$ cat src/rtl/core/d2s_pkg.sv
`timescale 1ns / 1ps

package d2s_pkg;

    // Configuration register indexes on the write port.
    typedef enum logic [2:0] {
        REG_OUT_CHANNELS = 3'd0,
        REG_IN_WIDTH     = 3'd1,
        REG_IN_HEIGHT    = 3'd2,
        REG_IN_DEPTH     = 3'd3,
        REG_BLOCK_SCALE  = 3'd4,
        REG_BATCH_COUNT  = 3'd5
    } reg_index_t;

    localparam int          CFG_DATA_W  = 13;
    localparam int          CFG_INDEX_W = 3;
    localparam logic [12:0] CHAN_MAX    = 13'd4096;
    localparam logic [10:0] DIM_MAX     = 11'd1024;
    localparam int          SCALE_CAP   = 8;

    // Configuration as held in the block, already clamped to the legal range.
    typedef struct packed {
        logic [12:0] out_channels;
        logic [10:0] in_width;
        logic [10:0] in_height;
        logic [10:0] in_depth;
        logic [3:0]  block_scale;
        logic [10:0] batch_count;
    } cfg_t;

    // Position of the next input beat in the tensor, plus a flag for the final beat of the last batch.
    typedef struct packed {
        logic [11:0] chan;
        logic [2:0]  sub_x;
        logic [2:0]  sub_y;
        logic [2:0]  sub_z;
        logic [9:0]  pos_x;
        logic [9:0]  pos_y;
        logic [9:0]  pos_z;
        logic [9:0]  batch;
        logic        last;
    } cnt_t;

endpackage

$ cat src/rtl/core/d2s_if.sv


interface d2s_out_if;
    logic        valid;
    logic        ready;
    logic [31:0] out_word;
    logic [31:0] out_address;
    logic        is_last;

    modport source (output valid, output out_word, output out_address, output is_last,
                    input ready);
    modport sink   (input valid, input out_word, input out_address, input is_last,
                    output ready);
endinterface

$ cat src/rtl/core/d2s_addr_pipe.sv
`timescale 1ns / 1ps

module d2s_addr_pipe #(
    parameter int AW = 32
) (
    input  logic             clk,
    input  logic             rst_n,
    input  logic             load,
    output logic             room,
    input  logic [31:0]      word,
    input  d2s_pkg::cnt_t    cnt,
    input  logic [3:0]       scale,
    input  logic [12:0]      chans,
    input  logic [13:0]      out_w,
    input  logic [13:0]      out_h,
    input  logic [AW-1:0]    vol,
    d2s_out_if.source        out_stream
);
    import d2s_pkg::*;

    logic v1_reg, v2_reg, v3_reg, v4_reg;
    logic en1, en2, en3, en4;

    // Stage 1: output voxel coordinates and the batch offset.
    logic [31:0]   s1_word_reg;
    logic          s1_last_reg;
    logic [12:0]   s1_oz_reg, s1_oy_reg, s1_ox_reg;
    logic [AW-1:0] s1_bv_reg;
    logic [11:0]   s1_c_reg;
    // Stage 2: plane row index.
    logic [31:0]   s2_word_reg;
    logic          s2_last_reg;
    logic [AW-1:0] s2_t_reg;
    logic [12:0]   s2_ox_reg;
    logic [AW-1:0] s2_bv_reg;
    logic [11:0]   s2_c_reg;
    // Stage 3: voxel index.
    logic [31:0]   s3_word_reg;
    logic          s3_last_reg;
    logic [AW-1:0] s3_u_reg;
    logic [AW-1:0] s3_bv_reg;
    logic [11:0]   s3_c_reg;
    // Stage 4: final address, which is also the output register.
    logic [31:0]   s4_word_reg;
    logic          s4_last_reg;
    logic [AW-1:0] s4_addr_reg;

    // Each stage may load when it is empty or its contents move on.
    always_comb
    begin
        en4  = !v4_reg || out_stream.ready;
        en3  = !v3_reg || en4;
        en2  = !v2_reg || en3;
        en1  = !v1_reg || en2;
        room = en1;
    end

    always_ff @(posedge clk or negedge rst_n)
    begin
        if (!rst_n)
        begin
            v1_reg <= 1'b0;
            v2_reg <= 1'b0;
            v3_reg <= 1'b0;
            v4_reg <= 1'b0;
        end
        else
        begin
            if (en1) v1_reg <= load;
            if (en2) v2_reg <= v1_reg;
            if (en3) v3_reg <= v2_reg;
            if (en4) v4_reg <= v3_reg;
        end
    end

    always_ff @(posedge clk)
    begin
        if (en1)
        begin
            s1_word_reg <= word;
            s1_last_reg <= cnt.last;
            s1_oz_reg   <= {3'b0, cnt.pos_z} * {9'b0, scale} + {10'b0, cnt.sub_z};
            s1_oy_reg   <= {3'b0, cnt.pos_y} * {9'b0, scale} + {10'b0, cnt.sub_y};
            s1_ox_reg   <= {3'b0, cnt.pos_x} * {9'b0, scale} + {10'b0, cnt.sub_x};
            s1_bv_reg   <= AW'(cnt.batch) * vol;
            s1_c_reg    <= cnt.chan;
        end
        if (en2)
        begin
            s2_word_reg <= s1_word_reg;
            s2_last_reg <= s1_last_reg;
            s2_t_reg    <= AW'(s1_oz_reg) * AW'(out_h) + AW'(s1_oy_reg);
            s2_ox_reg   <= s1_ox_reg;
            s2_bv_reg   <= s1_bv_reg;
            s2_c_reg    <= s1_c_reg;
        end
        if (en3)
        begin
            s3_word_reg <= s2_word_reg;
            s3_last_reg <= s2_last_reg;
            s3_u_reg    <= s2_t_reg * AW'(out_w) + AW'(s2_ox_reg);
            s3_bv_reg   <= s2_bv_reg;
            s3_c_reg    <= s2_c_reg;
        end
        if (en4)
        begin
            s4_word_reg <= s3_word_reg;
            s4_last_reg <= s3_last_reg;
            s4_addr_reg <= s3_u_reg * AW'(chans) + AW'(s3_c_reg) + s3_bv_reg;
        end
    end

    always_comb
    begin
        out_stream.valid       = v4_reg;
        out_stream.out_word    = s4_word_reg;
        out_stream.out_address = 32'(s4_addr_reg);
        out_stream.is_last     = s4_last_reg;
    end

endmodule

$ cat src/flat_wrapper.sv
// flat-port wrapper written by rule: the top's interface ports become plain ports
module d2s_addr_pipe_flat import d2s_pkg::*;
#(
    parameter int AW = 32
)
  (clk, rst_n, load, room, word, cnt, scale, chans, out_w, out_h, vol, out_stream_valid, out_stream_out_word, out_stream_out_address, out_stream_is_last, out_stream_ready);
  d2s_out_if out_stream_i ();
  input  logic clk;
  input  logic rst_n;
  input  logic load;
  output logic room;
  input  logic [31:0] word;
  input  d2s_pkg::cnt_t cnt;
  input  logic [3:0] scale;
  input  logic [12:0] chans;
  input  logic [13:0] out_w;
  input  logic [13:0] out_h;
  input  logic [AW-1:0] vol;
  output wire logic [$bits(out_stream_i.valid)-1:0] out_stream_valid;
  output wire logic [$bits(out_stream_i.out_word)-1:0] out_stream_out_word;
  output wire logic [$bits(out_stream_i.out_address)-1:0] out_stream_out_address;
  output wire logic [$bits(out_stream_i.is_last)-1:0] out_stream_is_last;
  input wire logic [$bits(out_stream_i.ready)-1:0] out_stream_ready;
  assign out_stream_valid = out_stream_i.valid;
  assign out_stream_out_word = out_stream_i.out_word;
  assign out_stream_out_address = out_stream_i.out_address;
  assign out_stream_is_last = out_stream_i.is_last;
  assign out_stream_i.ready = out_stream_ready;
  d2s_addr_pipe #(.AW(AW)) u_core (.clk(clk), .rst_n(rst_n), .load(load), .room(room), .word(word), .cnt(cnt), .scale(scale), .chans(chans), .out_w(out_w), .out_h(out_h), .vol(vol), .out_stream(out_stream_i));
endmodule
$ cat config.mk
export PLATFORM = sky130hd
export DESIGN_NAME = d2s_addr_pipe_flat
export DESIGN_NICKNAME = d
export VERILOG_FILES = /design/src/rtl/core/d2s_pkg.sv /design/src/rtl/core/d2s_if.sv /design/src/rtl/core/d2s_addr_pipe.sv /design/src/flat_wrapper.sv
export SDC_FILE = /design/constraint.sdc
export NUM_CORES = 2
export LEC_CHECK = 0
export BUFFER_PORTS_ARGS = -buffer_cell sky130_fd_sc_hd__buf_2
export CORE_UTILIZATION = 65
export CTS_CLUSTER_SIZE = 14
export DETAILED_ROUTE_END_ITERATION = 8
export GPL_TIMING_DRIVEN = 0
export HOLD_SLACK_MARGIN = 0.03
export PLACE_DENSITY = 0.84
export SLEW_MARGIN = 20
export SYNTH_ARGS = -nofsm -noshare
export SYNTH_HDL_FRONTEND = slang
export SYNTH_SLANG_ARGS = --single-unit
$ cat constraint.sdc
create_clock -name clk -period 6.8 [get_ports clk]
set_clock_uncertainty 0.05 [all_clocks]
set_input_delay 0.68 -clock clk [delete_from_list [all_inputs] [get_ports clk]]
set_output_delay 0.68 -clock clk [all_outputs]
set_load 0.005 [all_outputs]
==> impl_metrics.ini <==
[worst_hold_path]
holdCritPathClass = in -> reg
hold_depth = 1

[drt]
routedWlPerCell_um = 20.4
drc_errors = 0
wirelength_um = 131000
ant_nets = 0
vias = 36300
dr.first_iter.drc_count = 3220
viasPerCell = 5.67
drt_first_pass_iters = 6

[worst_setup_path]
critPathMaxFanout = 10
required_ns = 7.12
cp-start-kind = flop
endpoint_kind = flop
reg2regPathDepth = 20
arrival_ns = 6.94
path_class = reg -> reg

[placed_design]
gp_congestion = 0.992
port_buffers = 216
pre_cts_slack_ns = -1.31
dp_hpwl_um = 105000

[synth]
avgSynthCellArea_um2 = 10.4
synth_edf_count = 408
syn_inst = 5048
synth_seq_area_share_pct = 23.5
mappedNetlistArea_mm2 = 0.0526
synth_cell_type_count = 75
synth-async-reset-ratio_pct = 0.971
synthFlopType = edfxtp_1
synth-seq-cells = 412
yosys_warnings = 0
syn-num-nets = 6572

[timing]
rsz0062_at_grt = true
slew_violations = 0
tightest_slew_ns = 0.745
max_slew_margin_pct = 50.3
timing.fmax_ghz = 0.151
finalCritPeriodShare_pct = 97.4
fin_ws_ns = 0.175
tns_ns = 0
hold_viol = 0
period_needed_ns = 6.62
setup_viol = 0

[global_routing]
grt_overflow_total = 0
grt_pass1_wl_um = 210000
track_usage_pct = 33.1
grt_pass1_vias = 39200
grt-busiest-layer = met2
use_met1_pct = 43.9
grt_max_degree = 59
grt_use_met2_pct = 55.7
grt_use_met3_pct = 4.95
grt_antenna_before_repair = 10

[clock_tree]
cts-root-buf = clkbuf_16
cts_tree = yes
cts_htree_levels = 2
clockBufferDepth = 3
cts.sinks = 412
clk_pin_slew_ns = 0.07
insertion_delay_ns = 0.61
cts_made_buffers = 44

[layout]
mostFrequentLayoutCell = inv_1
drive_above_1_share_pct = 7.32
final_nets = 6845
synthToLayoutAreaGrowth_pct = 8.46
nFillCells = 5465
multi_input_area_mm2 = 0.0356
ff_latch_area_mm2 = 0.0124
final_cell_mix = 1065 x inv_1, 966 x fa_1, 732 x nand2_1, 584 x and2_1, 408 x edfxtp_1

[die]
core_mm2 = 0.0795
io_pins = 242
start_util_pct = 66.1
rows = 103
die_area_mm2 = 0.0820
die_w_um = 286
dieHeight_um = 286

[flow_run]
drv_cap = 0

[run_status]
status = complete, no violations
[final cells by class]
type | count | area share (%)
Clock buffer | 50 | 1.97
Buffer | 184 | 1.34
Inverter | 1066 | 7.02
Timing Repair Buffer | 237 | 2.41
Tap cell | 1050 | 2.30
Antenna cell | 4 | 0.0176
Sequential cell | 412 | 21.7
Multi-Input combinational cell | 3376 | 62.4
Clock inverter | 31 | 0.853
[cell usage after synthesis, drive strengths merged (3+ instances only)]
library cell     n  area, um^2
a2111oi          9         105
a211o            6        52.6
a211oi          17         128
a21o            47         353
a21oi           99         503
a311oi           3        26.3
a31o             5        43.8
a31oi           10        68.8
and2           584        3650
and3            10        67.6
buf              3        13.8
clkbuf         191         717
dfrtp            4         100
edfxtp         408       12300
fa             966       19300
ha             383        4790
inv           1066        4000
nand2          733        2750
nand2b           8        50.1
nand3           19        95.1
nand4           10        62.6
nor2            61         229
nor2b           14        87.6
nor3            20         100
nor3b            4        30.0
nor4             5        31.3
o211ai          10        80.1
o21a            19         143
o21ai           51         259
o21bai          25         188
o311ai           6        52.6
o31a             6        52.6
o31ai            4        30.0
o41ai            4        42.6
or2              7        43.8
xnor2          159        1390
xor2            39         342
[routing by layer]
layer	wire (um)	up-vias
li1	-	15900
met1	51100	18300
met2	63400	1718
met3	11000	347
met4	4960	10
met5	64	-
[cells by family (layout without fill, tap and decap cells)]
kind of cell	Yosys count	after routing	synth area share, %
simple gates	1487	1487	13.9
fa+ha+maj	1349	1349	45.9
buf+inv	1260	1568	9.00
flops	412	412	23.5
compound gates	340	340	4.40
xor+xnor	198	198	3.30
mux	2	2	0.0405
other cells	0	4	0
[metrics by stage]
step | std cells | utilization (%) | hold WS, ns | area, um^2
6_report | 6410 | 71.7 | 0.189 | 57000
5_1_grt | 6410 | 71.7 | 0.164 | 57000
4_1_cts | 6407 | 71.6 | 0.157 | 56900
3_5_place_dp | 6328 | 69.5 | 0.355 | 55200
3_3_place_gp | 6314 | 69.1 | 0.350 | 55000
2_1_floorplan | 5048 | - | 0.334 | 52600
[path summary, 6_finish.rpt]
check                                       from                                 to  slack [ns]
max                           u_core.s3_u_reg[9]  u_core.out_stream.out_address[30]        0.18
max in group asynchronous                  rst_n                      u_core.v2_reg        6.09
min in group asynchronous                  rst_n                      u_core.v1_reg        0.43
max reg2reg                   u_core.s3_u_reg[9]  u_core.out_stream.out_address[30]        0.18
min reg2reg                u_core.s1_word_reg[6]              u_core.s2_word_reg[6]        0.34
min                                     word[22]             u_core.s1_word_reg[22]        0.19
[critical path: stages, from the launching register on]
cell	delay [ns]
edfxtp_1	0.47
buf_2	0.26
and2_1	0.20
fa_1	0.49
inv_1	0.06
fa_1	0.52
inv_1	0.07
fa_1	0.49
fa_1	0.47
fa_1	0.51
inv_1	0.05
fa_1	0.49
inv_1	0.05
ha_1	0.38
nand2_1	0.13
o21ai_0	0.52
a2111oi_4	0.13
o311ai_1	0.58
a31o_2	0.26
a21oi_1	0.07
xnor2_1	0.12
[what timing repair did]
| action | CTS | global route |
|---|---|---|
| setup buffers | 0 | 6 |
| hold buffers | 1 | 0 |
| pin swaps | 0 | 5 |
| resized for setup | 32 | 81 |
| endpoints found under the hold margin | 4 | 0 |
| setup endpoints to repair | 16 | 19 |
Power is not shown: default switching activity piles up to over one toggle a cycle in this logic, so the estimate is an artifact.
