$ cat src/rtl/core/d2s_pkg.sv
`timescale 1ns / 1ps

package d2s_pkg;

    // Configuration register indexes on the write port.
    typedef enum logic [2:0] {
        REG_OUT_CHANNELS = 3'd0,
        REG_IN_WIDTH     = 3'd1,
        REG_IN_HEIGHT    = 3'd2,
        REG_IN_DEPTH     = 3'd3,
        REG_BLOCK_SCALE  = 3'd4,
        REG_BATCH_COUNT  = 3'd5
    } reg_index_t;

    localparam int          CFG_DATA_W  = 13;
    localparam int          CFG_INDEX_W = 3;
    localparam logic [12:0] CHAN_MAX    = 13'd4096;
    localparam logic [10:0] DIM_MAX     = 11'd1024;
    localparam int          SCALE_CAP   = 8;

    // Configuration as held in the block, already clamped to the legal range.
    typedef struct packed {
        logic [12:0] out_channels;
        logic [10:0] in_width;
        logic [10:0] in_height;
        logic [10:0] in_depth;
        logic [3:0]  block_scale;
        logic [10:0] batch_count;
    } cfg_t;

    // Position of the next input beat in the tensor, plus a flag for the final beat of the last batch.
    typedef struct packed {
        logic [11:0] chan;
        logic [2:0]  sub_x;
        logic [2:0]  sub_y;
        logic [2:0]  sub_z;
        logic [9:0]  pos_x;
        logic [9:0]  pos_y;
        logic [9:0]  pos_z;
        logic [9:0]  batch;
        logic        last;
    } cnt_t;

endpackage

$ cat src/rtl/core/d2s_counters.sv
`timescale 1ns / 1ps

module d2s_counters (
    input  logic          clk,
    input  logic          rst_n,
    input  d2s_pkg::cfg_t cfg,
    input  logic          step,
    output d2s_pkg::cnt_t cnt
);
    import d2s_pkg::*;

    logic [11:0] chan_reg,  chan_next;
    logic [2:0]  sub_x_reg, sub_x_next;
    logic [2:0]  sub_y_reg, sub_y_next;
    logic [2:0]  sub_z_reg, sub_z_next;
    logic [9:0]  pos_x_reg, pos_x_next;
    logic [9:0]  pos_y_reg, pos_y_next;
    logic [9:0]  pos_z_reg, pos_z_next;
    logic [9:0]  batch_reg, batch_next;

    logic c_end, x_end, y_end, z_end, px_end, py_end, pz_end, b_end;
    logic cy_c, cy_x, cy_y, cy_z, cy_px, cy_py, cy_pz;
    logic last;

    // A counter at or past its limit counts as sitting on its last value.
    always_comb
    begin
        c_end  = ({1'b0, chan_reg}  + 13'd1) >= cfg.out_channels;
        x_end  = ({1'b0, sub_x_reg} + 4'd1)  >= cfg.block_scale;
        y_end  = ({1'b0, sub_y_reg} + 4'd1)  >= cfg.block_scale;
        z_end  = ({1'b0, sub_z_reg} + 4'd1)  >= cfg.block_scale;
        px_end = ({1'b0, pos_x_reg} + 11'd1) >= cfg.in_width;
        py_end = ({1'b0, pos_y_reg} + 11'd1) >= cfg.in_height;
        pz_end = ({1'b0, pos_z_reg} + 11'd1) >= cfg.in_depth;
        b_end  = ({1'b0, batch_reg} + 11'd1) >= cfg.batch_count;
        last   = c_end && x_end && y_end && z_end && px_end && py_end && pz_end && b_end;

        cy_c  = c_end;
        cy_x  = cy_c && x_end;
        cy_y  = cy_x && y_end;
        cy_z  = cy_y && z_end;
        cy_px = cy_z && px_end;
        cy_py = cy_px && py_end;
        cy_pz = cy_py && pz_end;

        chan_next  = c_end ? 12'd0 : chan_reg + 12'd1;
        sub_x_next = cy_c  ? (x_end  ? 3'd0  : sub_x_reg + 3'd1)  : sub_x_reg;
        sub_y_next = cy_x  ? (y_end  ? 3'd0  : sub_y_reg + 3'd1)  : sub_y_reg;
        sub_z_next = cy_y  ? (z_end  ? 3'd0  : sub_z_reg + 3'd1)  : sub_z_reg;
        pos_x_next = cy_z  ? (px_end ? 10'd0 : pos_x_reg + 10'd1) : pos_x_reg;
        pos_y_next = cy_px ? (py_end ? 10'd0 : pos_y_reg + 10'd1) : pos_y_reg;
        pos_z_next = cy_py ? (pz_end ? 10'd0 : pos_z_reg + 10'd1) : pos_z_reg;
        batch_next = cy_pz ? (b_end  ? 10'd0 : batch_reg + 10'd1) : batch_reg;

        if (last)
        begin
            chan_next  = '0;
            sub_x_next = '0;
            sub_y_next = '0;
            sub_z_next = '0;
            pos_x_next = '0;
            pos_y_next = '0;
            pos_z_next = '0;
            batch_next = '0;
        end
    end

    always_ff @(posedge clk or negedge rst_n)
    begin
        if (!rst_n)
        begin
            chan_reg  <= '0;
            sub_x_reg <= '0;
            sub_y_reg <= '0;
            sub_z_reg <= '0;
            pos_x_reg <= '0;
            pos_y_reg <= '0;
            pos_z_reg <= '0;
            batch_reg <= '0;
        end
        else if (step)
        begin
            chan_reg  <= chan_next;
            sub_x_reg <= sub_x_next;
            sub_y_reg <= sub_y_next;
            sub_z_reg <= sub_z_next;
            pos_x_reg <= pos_x_next;
            pos_y_reg <= pos_y_next;
            pos_z_reg <= pos_z_next;
            batch_reg <= batch_next;
        end
    end

    always_comb
    begin
        cnt.chan  = chan_reg;
        cnt.sub_x = sub_x_reg;
        cnt.sub_y = sub_y_reg;
        cnt.sub_z = sub_z_reg;
        cnt.pos_x = pos_x_reg;
        cnt.pos_y = pos_y_reg;
        cnt.pos_z = pos_z_reg;
        cnt.batch = batch_reg;
        cnt.last  = last;
    end

endmodule

$ cat config.mk
export PLATFORM = sky130hd
export DESIGN_NAME = d2s_counters
export DESIGN_NICKNAME = d
export VERILOG_FILES = /design/src/rtl/core/d2s_pkg.sv /design/src/rtl/core/d2s_counters.sv
export SDC_FILE = /design/constraint.sdc
export NUM_CORES = 1
export LEC_CHECK = 0
export BUFFER_PORTS_ARGS = -buffer_cell sky130_fd_sc_hd__buf_2
export CAP_MARGIN = 20
export CORE_ASPECT_RATIO = 1.4
export CORE_MARGIN = 10
export CORE_UTILIZATION = 40
export CTS_CLUSTER_SIZE = 40
export DETAILED_ROUTE_END_ITERATION = 7
export PLACE_DENSITY = 0.67
export SETUP_SLACK_MARGIN = 0.1
export SYNTH_ARGS = -nofsm -noshare
export SYNTH_HDL_FRONTEND = slang
export SYNTH_SLANG_ARGS = --single-unit
$ cat constraint.sdc
create_clock -name clk -period 10 [get_ports clk]
set_input_delay 1.5 -clock clk [delete_from_list [all_inputs] [get_ports clk]]
set_output_delay 1.5 -clock clk [all_outputs]
set_load 0.005 [all_outputs]
==> run_results.csv, run 1 <==
group,metric,value,unit
critical_path,cpPeakStageDelay,0.54,ns
yosys,synth_top_area_share,0.297,
sta,maxSlewViolCount,0,
yosys,synth.net_count,743,
critical_path,cpMostUsedCell,"ha_1",
yosys,synth_common_cells,"ha_1 (77), inv_1 (68), dfrtp_1 (61)",
critical_path,crit_fanout,12,
clocking,ctsHtreeMaxLevel,3,
routing,avgViaCountPerCell,5.42,
critical_path,endpoint_kind,"primary output",
floorplanning,die_w,116,um
yosys,synth-edff-count,0,
final_layout,syn_to_final_growth,20.9,%
critical_path,reg2reg_slack,5.81,ns
sta,post-route-period-util,0.536,
placed_design,port_buffers,125,
routing,drc,0,
sta,rsz0062_at_grt,"false",
critical_path,start_kind,"flop",
clocking,tritoncts,"done",
placed_design,dpl_cell_area,5920,um^2
final_layout,antennaDiodeCount,0,
routing,wl_per_cell,15.5,um
sta,hold_viol_final,0,
sta,relSlewSlack,0.463,
routing,dr.pass1.iters,4,
worst_hold_path,min_to,"sub_y_reg[1]",
clocking,cts_root_buffer,"clkbuf_16",
routing,drtIter0Drc,153,
yosys,avgSynthCellArea,8.53,um^2
clocking,holdBufCountCts,0,
floorplanning,row_count,48,
clocking,cts_buffer_depth,2,
sta,setup_violations,0,
clocking,clkTransAtPathRegs,0.05,ns
clocking,cts_sinks,61,
routing,vias,4783,
critical_path,worstReg2RegStart,"pos_z_reg[0]",
yosys,synth-compound-area-share,0.188,
critical_path,arrival,3.86,ns
critical_path,worstPathRequired,8.50,ns
floorplanning,die_area,17800,um^2
clocking,worstSkewPairLatency,0.33,ns
floorplanning,die_h,154,um
final_layout,postLayoutCellArea,6210,um^2
grt,grt.total_usage,0.153,
yosys,yosysWarnings,0,
yosys,synth_area,5140,um^2
grt,grt_pass1_wl,22.8,mm
final_layout,final_layout_size_suffix_gt1_frac,0.213,
final_layout,nets,870,
routing,routed_wirelength,13.7,mm
run_status,status,"complete, no violations",
sta,fmax,187,MHz
critical_path,rr_worst_depth,13,
sta,period_minus_slack,5.36,ns
critical_path,cp_top_family,"compound AO/OA/AOI/OAI gates",
pwr,leakage,3.54,nW
yosys,async_reset_ff_frac,1.00,
floorplanning,start_util,0.413,
yosys,synthSimpleGateAreaFrac,0.183,
routing,ant_nets,0,
clocking,ctsResizeCount,0,
run,max_cap_violations,0,
yosys,synth_most_common_cell,"ha_1",
yosys,syn_inst,602,
critical_path,critPathBufInv,2,
final_layout,largest_reg_flops,12,
grt,grt_pass1_vias,4865,
pwr,ir_worst_vdd,0.0000942,V
yosys,synth_top_area_cell,"dfrtp_1",
grt,antenna_found_initial,0,
sta,tightest_slew,0.806,ns
placed_design,dp_worst_setup_slack,4.99,ns
yosys,synth_mux_area_frac,0.00633,
yosys,synth_ff_type,"dfrtp_1",
yosys,seq_area_frac_synth,0.297,
yosys,synthXorXnorAreaFrac,0.0750,
worst_hold_path,min_path_cells,2,
critical_path,criticalPathCategory,"reg2out",
critical_path,crit_slowest_cell,"o32a_1",
pwr,power.density,120,nW/um^2
grt,grt_max_degree,62,
sta,clock_skew,0.00827,ns
critical_path,crit_path_cell_trace,"ha_1 -> nand3_1 -> nor2_1 -> and3_1 -> xnor2_1 -> inv_1 -> ha_1 -> a2111oi_0 -> o21ai_0 -> o32a_1 -> and4_1 -> buf_2",
yosys,netlist-cell-type-count,54,
critical_path,reg2reg_to,"batch_reg[7]",
clocking,cts_made_buffers,9,
yosys,synth_top_family_by_area,"compound AO/OA/AOI/OAI gates",
floorplanning,core,12400,um^2
clocking,postCtsSetupRepairBufs,0,
yosys,synth_seq_cells,61,
placed_design,hpwl,11.0,mm
worst_hold_path,hold_class,"reg2reg",
placed_design,place.gp.congestion,0.859,
grt,overflow,0,
yosys,synth_fa_ha_area_frac,0.188,
yosys,ys_top_cells_by_area,"dfrtp_1 (30%), ha_1 (19%), o21ai_0 (5.6%)",
sta,fin_ws,4.64,ns
sta,setup_tns,0,ns
floorplanning,io_pins,126,
worst_hold_path,hp-start,"sub_y_reg[1]",
-- how the worst max path moves through the flow --
stage | start | endpoint | slack, ns | cells past startpoint
after floorplan | cfg[23] | cnt[0] | 5.36 | 8
after global placement | cfg[45] | cnt[0] | 5.12 | 11
after CTS | pos_z_reg[0] | cnt[0] | 4.72 | 12
after detailed placement | cfg[23] | cnt[0] | 4.99 | 8
final | pos_z_reg[0] | cnt[0] | 4.64 | 12
after global routing | pos_z_reg[0] | cnt[0] | 4.44 | 12
-- power by group --
| part | switching (mW) | internal (mW) | total (mW) |
|---|---|---|---|
| clock | 0.105 | 0.191 | 0.296 |
| combinational | 0.0835 | 0.0730 | 0.157 |
| sequential | 0.0275 | 0.264 | 0.292 |
| total | 0.216 | 0.529 | 0.745 |
-- tightest hold or removal path, cell delays in order, from the launching register on --
cell     delay (ns)
dfrtp_1        0.38
nand2_1        0.06
o31ai_1        0.06
-- per-layer routing --
metal	vias up	share of wire	GRT usage
met1	2278	0.40	0.169
li1	2376	-	-
met3	21	0.059	0.0397
met5	-	0	0
met2	108	0.52	0.271
met4	0	0.022	0.0586
-- area by class of cell --
class | instances | area (um^2)
clock inverters | 1 | 5.00
repair buffers | 130 | 663
fillers | 1211 | 6220
inverters | 69 | 259
well taps | 150 | 188
flip-flops and latches | 61 | 1530
clock buffers | 13 | 280
multi-input cells | 458 | 3290
-- metrics by stage --
stage	util	power [mW]	hold WS, ns	std cells
3_5_place_dp	0.476	0.455	0.522	868
2_1_floorplan	-	0.387	0.510	602
3_3_place_gp	0.476	0.449	0.524	868
6_report	0.499	0.745	0.541	882
5_1_grt	0.499	0.793	0.564	882
4_1_cts	0.499	0.756	0.539	882
-- placed cells by master (no fill, tap or decap), types with 6 or more instances in the layout --
cell         n
buf_2      125
nand3_1     32
dfrtp_1     61
ha_1        77
xor2_1      24
and3_1      23
o21a_1      10
o31ai_1     14
nor2_1      33
o21ai_0     57
clkbuf_16    9
nand2_1     54
a21oi_1     13
nand2b_1    22
a211oi_1     7
xnor2_1     20
o41ai_1      6
a21o_1       6
inv_1       68
a31o_2       6
-- kinds of logic (layout without fill, tap and decap cells) --
logic type,count (synthesis),in the layout
and+or+nand+nor,189,189
AOI/OAI and AO/OA,145,145
buffers and inverters,83,213
adders and majority gates,77,77
DFF,61,61
xor gates and xnor gates,44,44
muxes,3,3
Note: power is estimated with default switching activity, not from simulation.
==> inputs of run 2 (changes only) <==
clock period = 5.1 ns   (was 10 ns; I/O delays follow)
==> run_results.csv, run 2 (synthesis gave the netlist of run 1 again) <==
group,metric,value,unit
run_status,status,"complete, no violations",
final_layout,fillers,1169,
critical_path,crit_slowest_cell,"o32a_1",
floorplanning,die_area,17800,um^2
sta,period_minus_slack,4.30,ns
critical_path,cp_top_family,"compound AO/OA/AOI/OAI gates",
routing,avgViaCountPerCell,5.41,
grt,overflow,0,
sta,setup_violations,0,
sta,maxSlewViolCount,0,
sta,setup_tns,0,ns
sta,rsz0062_at_grt,"false",
final_layout,multiInputGateArea,3290,um^2
floorplanning,core,12400,um^2
clocking,ctsResizeCount,0,
final_layout,final_layout_size_suffix_gt1_frac,0.216,
critical_path,arrival,3.54,ns
clocking,cts_sinks,61,
clocking,ctsHtreeMaxLevel,3,
worst_hold_path,hold_class,"reg2reg",
sta,fmax,232,MHz
routing,drc,0,
routing,vias,4791,
routing,drtIter0Drc,191,
critical_path,cpPeakStageDelay,0.53,ns
sta,clock_skew,0.00435,ns
final_layout,nets,871,
grt,grt_pass1_vias,5068,
floorplanning,io_pins,126,
final_layout,final_common_cell,"buf_2",
final_layout,antennaDiodeCount,0,
sta,post-route-period-util,0.844,
routing,routed_wirelength,14.0,mm
placed_design,hpwl,11.4,mm
floorplanning,die_h,154,um
routing,dr.pass1.iters,4,
clocking,worstSkewPairLatency,0.33,ns
critical_path,crit_path_cell_trace,"ha_1 -> nand3_1 -> nor2_1 -> and3_1 -> xnor2_1 -> inv_1 -> ha_1 -> a2111oi_0 -> o21ai_0 -> o32a_1 -> and4_1 -> buf_2",
grt,grt_pass1_wl,23.4,mm
critical_path,cpMostUsedCell,"ha_1",
critical_path,criticalPathCategory,"reg2out",
floorplanning,row_count,48,
sta,relSlewSlack,0.464,
critical_path,crit_fanout,12,
pwr,leakage,3.54,nW
clocking,clkTransAtPathRegs,0.05,ns
sta,hold_viol_final,0,
critical_path,worstPathRequired,4.34,ns
clocking,tritoncts,"done",
grt,grt.total_usage,0.158,
final_layout,ff_latch_area,1530,um^2
clocking,cts_buffer_depth,2,
pwr,ir_worst_vdd,0.000180,V
floorplanning,start_util,0.413,
pwr,power.density,233,nW/um^2
sta,whs,0.527,ns
sta,tightest_slew,0.804,ns
placed_design,port_buffers,125,
clocking,postCtsSetupRepairBufs,0,
grt,antenna_found_initial,0,
clocking,holdBufCountCts,0,
critical_path,endpoint_kind,"primary output",
routing,wl_per_cell,15.9,um
critical_path,critPathBufInv,2,
floorplanning,die_w,116,um
run,max_cap_violations,0,
final_layout,largest_reg_flops,12,
grt,grt_max_degree,62,
clocking,cts_made_buffers,9,
final_layout,final_cell_mix,"buf_2 (125), ha_1 (77), inv_1 (68)",
critical_path,start_kind,"flop",
final_layout,syn_to_final_growth,20.9,%
placed_design,place.gp.congestion,0.846,
clocking,cts_root_buffer,"clkbuf_16",
routing,ant_nets,0,
-- run 2: cell types whose count changed in the layout (fill, tap and decap cells not counted) --
cell | before | now
buf_4 | 5 | 6
clkinv_2 | 1 | 5
clkbuf_8 | 4 | 2
-- run 2: worst register-to-register path, cell delays in order (launching register included) --
cell and delay (ns):
dfrtp_1 0.45, ha_1 0.28, and3_1 0.21, and3_1 0.24, and3_1 0.23, and3_1 0.19
ha_1 0.31, nand4_1 0.19, o21ba_2 0.28, o31ai_4 0.07, nand4_2 0.55, or2_2 0.54
o41ai_1 0.25
-- run 2: final timing paths --
check / startpoint / end / slack [ns] / cells after the start
setup / recovery: pos_z_reg[0] / cnt[0] / 0.80 / 12
min in group asynchronous: rst_n / batch_reg[6] / 0.61 / 2
hold / removal: sub_x_reg[1] / sub_x_reg[1] / 0.53 / 2
hold reg to reg: sub_x_reg[1] / sub_x_reg[1] / 0.53 / 2
setup reg to reg: chan_reg[0] / pos_y_reg[5] / 1.21 / 12
max in group asynchronous: rst_n / pos_x_reg[9] / 3.96 / 2
-- run 2: final cells by class --
class / count / share of cell area
sequential: 61 / 0.246
tap: 150 / 0.0302
multi-input combinational: 458 / 0.529
timing repair buffer: 131 / 0.108
inverter: 69 / 0.0417
clock buffer: 11 / 0.0407
clock inverter: 5 / 0.00403
-- run 2: through the flow --
step                utilization  setup slack [ns]  cell area, um^2  power (mW)  instances
floorplan                     -              1.39             5140       0.758        602
finish                    0.499             0.795             6210        1.44        885
global route              0.499             0.432             6210        1.54        885
detailed placement        0.477              1.15             5930       0.894        869
CTS                       0.499             0.800             6210        1.46        885
global placement          0.477              1.26             5930       0.882        869
-- run 2: where the power goes --
group          internal (mW)  switching, mW  leakage (nW)  total [mW]
Combinational          0.143          0.168          2.56       0.312
Sequential             0.518         0.0519         0.839       0.570
Clock                  0.350          0.211         0.145       0.562
-- run 2: layer usage --
layer	vias to the layer above	share of wire	routed length (um)	GRT usage
met4	0	0.031	442	0.0687
li1	2394	-	-	-
met3	29	0.051	717	0.0347
met2	124	0.52	7300	0.284
met5	-	0	0	0
met1	2244	0.40	5590	0.171
==> inputs of run 3 (changes only) <==
ABC_AREA = 1   (was unset)
PLACE_DENSITY = 0.66   (was 0.67)
clock period = 4.43 ns   (was 5.1 ns; I/O delays follow)
==> run_results.csv, run 3 <==
group,metric,value,unit
run_status,status,"complete, no violations",
yosys,synth_area,5420,um^2
floorplanning,start_util,0.407,
sta,fmax,258,MHz
grt,grt_max_degree,35,
yosys,synth_top_area_cell,"dfrtp_1",
pwr,ir_worst_vdd,0.000176,V
sta,hold_viol_final,0,
yosys,synth.net_count,884,
final_layout,largest_reg_flops,12,
floorplanning,row_count,50,
final_layout,final_common_cell,"nand2_1",
final_layout,final_cell_mix,"nand2_1 (164), inv_1 (139), buf_2 (125)",
clocking,cts_buffer_depth,2,
pwr,combPwrFrac,0.375,
clocking,clkTransAtPathRegs,0.06,ns
final_layout,post-route-util,0.489,
routing,vias,5046,
pwr,intPower,1.46,mW
yosys,synthXorXnorAreaFrac,0.0598,
floorplanning,die_h,158,um
pwr,switching_share,0.370,
final_layout,final_layout_size_suffix_gt1_frac,0.187,
clocking,holdBufCountCts,0,
yosys,syn_inst,743,
pwr,p_switching,0.855,mW
floorplanning,die_w,118,um
yosys,synth_mux_area_frac,0,
yosys,synth-compound-area-share,0.0692,
floorplanning,io_pins,126,
final_layout,postLayoutCellArea,6520,um^2
routing,drtIter0Drc,184,
sta,tightest_slew,0.636,ns
yosys,synth_fa_ha_area_frac,0.178,
sta,maxSlewViolCount,0,
clocking,ctsResizeCount,0,
clocking,cts_made_buffers,9,
final_layout,syn_to_final_growth,20.2,%
clocking,postCtsSetupRepairBufs,0,
critical_path,endpoint_kind,"primary output",
yosys,async_reset_ff_frac,1.00,
placed_design,placed_cells,1041,
yosys,synth_top_family_by_area,"simple AND/OR/NAND/NOR gates",
sta,rsz0062_at_grt,"false",
sta,setup_violations,0,
placed_design,port_buffers,125,
final_layout,nets,1011,
yosys,synth_top_area_share,0.282,
sta,fin_ws,0.560,ns
sta,setup_tns,0,ns
grt,grt_pass1_wl,23.8,mm
grt,overflow,0,
critical_path,worstReg2RegStart,"chan_reg[0]",
grt,antenna_found_initial,0,
grt,grt_pass1_vias,5132,
floorplanning,die_area,18700,um^2
placed_design,dp_worst_setup_slack,0.890,ns
critical_path,start_kind,"flop",
pwr,power.density,355,nW/um^2
clocking,tritoncts,"done",
run,max_cap_violations,0,
yosys,synthSimpleGateAreaFrac,0.298,
critical_path,criticalPathCategory,"reg2out",
yosys,synth_most_common_cell,"nand2_1",
grt,grt.total_usage,0.152,
yosys,ys_top_cells_by_area,"dfrtp_1 (28%), ha_1 (18%), nand2_1 (11%)",
critical_path,worstPathRequired,3.77,ns
critical_path,crit_fanout,4,
yosys,synth_ff_type,"dfrtp_1",
placed_design,hpwl,11.3,mm
critical_path,reg2reg_to,"pos_z_reg[4]",
routing,routed_wirelength,14.0,mm
yosys,synth_common_cells,"nand2_1 (164), inv_1 (139), ha_1 (77)",
sta,relSlewSlack,0.576,
critical_path,rr_worst_depth,19,
critical_path,reg2reg_slack,1.05,ns
yosys,seq_area_frac_synth,0.282,
routing,ant_nets,0,
clocking,cts_root_buffer,"clkbuf_16",
floorplanning,core,13300,um^2
routing,avgViaCountPerCell,4.77,
critical_path,arrival,3.21,ns
clocking,ctsHtreeMaxLevel,3,
sta,period_minus_slack,3.87,ns
final_layout,fillers,1370,
final_layout,antennaDiodeCount,0,
pwr,clkPwrFrac,0.306,
routing,dr.pass1.iters,5,
routing,wl_per_cell,13.2,um
yosys,netlist-cell-type-count,39,
yosys,avgSynthCellArea,7.30,um^2
clocking,cts_sinks,61,
sta,post-route-period-util,0.874,
yosys,yosysWarnings,0,
yosys,synth_seq_cells,61,
pwr,p_seq_frac,0.319,
pwr,leakage,3.93,nW
routing,drc,0,
clocking,worstSkewPairLatency,0.33,ns
final_layout,final_cells,1057,
yosys,synth-edff-count,0,
worst_hold_path,hold_class,"in2async",
sta,clock_skew,0.00838,ns
placed_design,dpl_cell_area,6220,um^2
placed_design,place.gp.congestion,0.847,
[run 3: cell types whose count changed in the layout (fill, tap and decap cells not counted), moves of 11 or more]
cell | before | now
nand2_1 | 54 | 164
inv_1 | 68 | 139
xnor2_1 | 20 | 1
nor2_1 | 33 | 55
nand3_1 | 32 | 58
and3_1 | 23 | 2
a21oi_1 | 13 | 24
o31ai_1 | 14 | 0
o21ai_0 | 57 | 37
xor2_1 | 24 | 36
nand2b_1 | 22 | 0
nand4_1 | 5 | 25
[run 3: stage by stage]
step,power [mW],hold slack (ns)
2_1_floorplan,1.33,0.369
3_3_place_gp,1.62,0.513
3_5_place_dp,1.63,0.518
4_1_cts,2.35,0.366
5_1_grt,2.53,0.402
6_report,2.31,0.348
[run 3: how the worst max path moves through the flow]
stage	startpoint	to	slack, ns	cells past startpoint
finish	chan_reg[0]	cnt[0]	0.56	19
global route	chan_reg[0]	cnt[0]	0.16	19
CTS	chan_reg[0]	cnt[0]	0.52	19
detailed placement	chan_reg[0]	cnt[0]	0.89	19
global placement	chan_reg[0]	cnt[0]	0.94	19
floorplan	pos_y_reg[0]	cnt[0]	1.17	15
[run 3: layout make-up]
cell class              instances  area [um^2]  share of cell area
repair buffers                130          663               0.102
multi-input cells             528         3280               0.503
clock inverters                 4         47.5             0.00730
flip-flops and latches         61         1530               0.234
clock buffers                  12          246              0.0378
well taps                     182          228              0.0350
inverters                     140          526              0.0807
[run 3: power groups by stage]
stage / Sequential [mW] / Combinational (mW) / Clock [mW]
floorplan: 0.739 / 0.591 / 0
global placement: 0.746 / 0.872 / 0
detailed placement: 0.748 / 0.883 / 0
CTS: 0.740 / 0.888 / 0.721
global route: 0.755 / 1.03 / 0.743
finish: 0.738 / 0.866 / 0.706
[run 3: metal layers]
layer / routed length, um / share of wire / vias to the layer above / track usage
li1: - / - / 2659 / -
met1: 5840 / 0.42 / 2268 / 0.168
met2: 7230 / 0.52 / 99 / 0.281
met3: 565 / 0.040 / 20 / 0.0317
met4: 328 / 0.023 / 0 / 0.0583
met5: 0 / 0 / - / 0
[run 3: worst max-delay path, stage by stage, from the launching register on]
cell and delay [ns]:
dfrtp_1 0.38, ha_1 0.20, nand3_1 0.11, nor2_1 0.10
inv_1 0.07, nor3_1 0.25, nand3_1 0.17, xor2_1 0.19
ha_1 0.30, nand2_1 0.06, nor2_2 0.09, inv_1 0.04
nor2_1 0.09, nand2_1 0.07, nand2_2 0.11, nand4_4 0.15
nor2_4 0.16, nand2_1 0.06, nor2_1 0.14, buf_2 0.14
[run 3: cells by family after synthesis]
| family | count (synthesis) |
|---|---|
| fa+ha+maj | 77 |
| simple gates | 343 |
| compound gates | 71 |
| xor+xnor | 37 |
| flops | 61 |
| buf+inv | 154 |
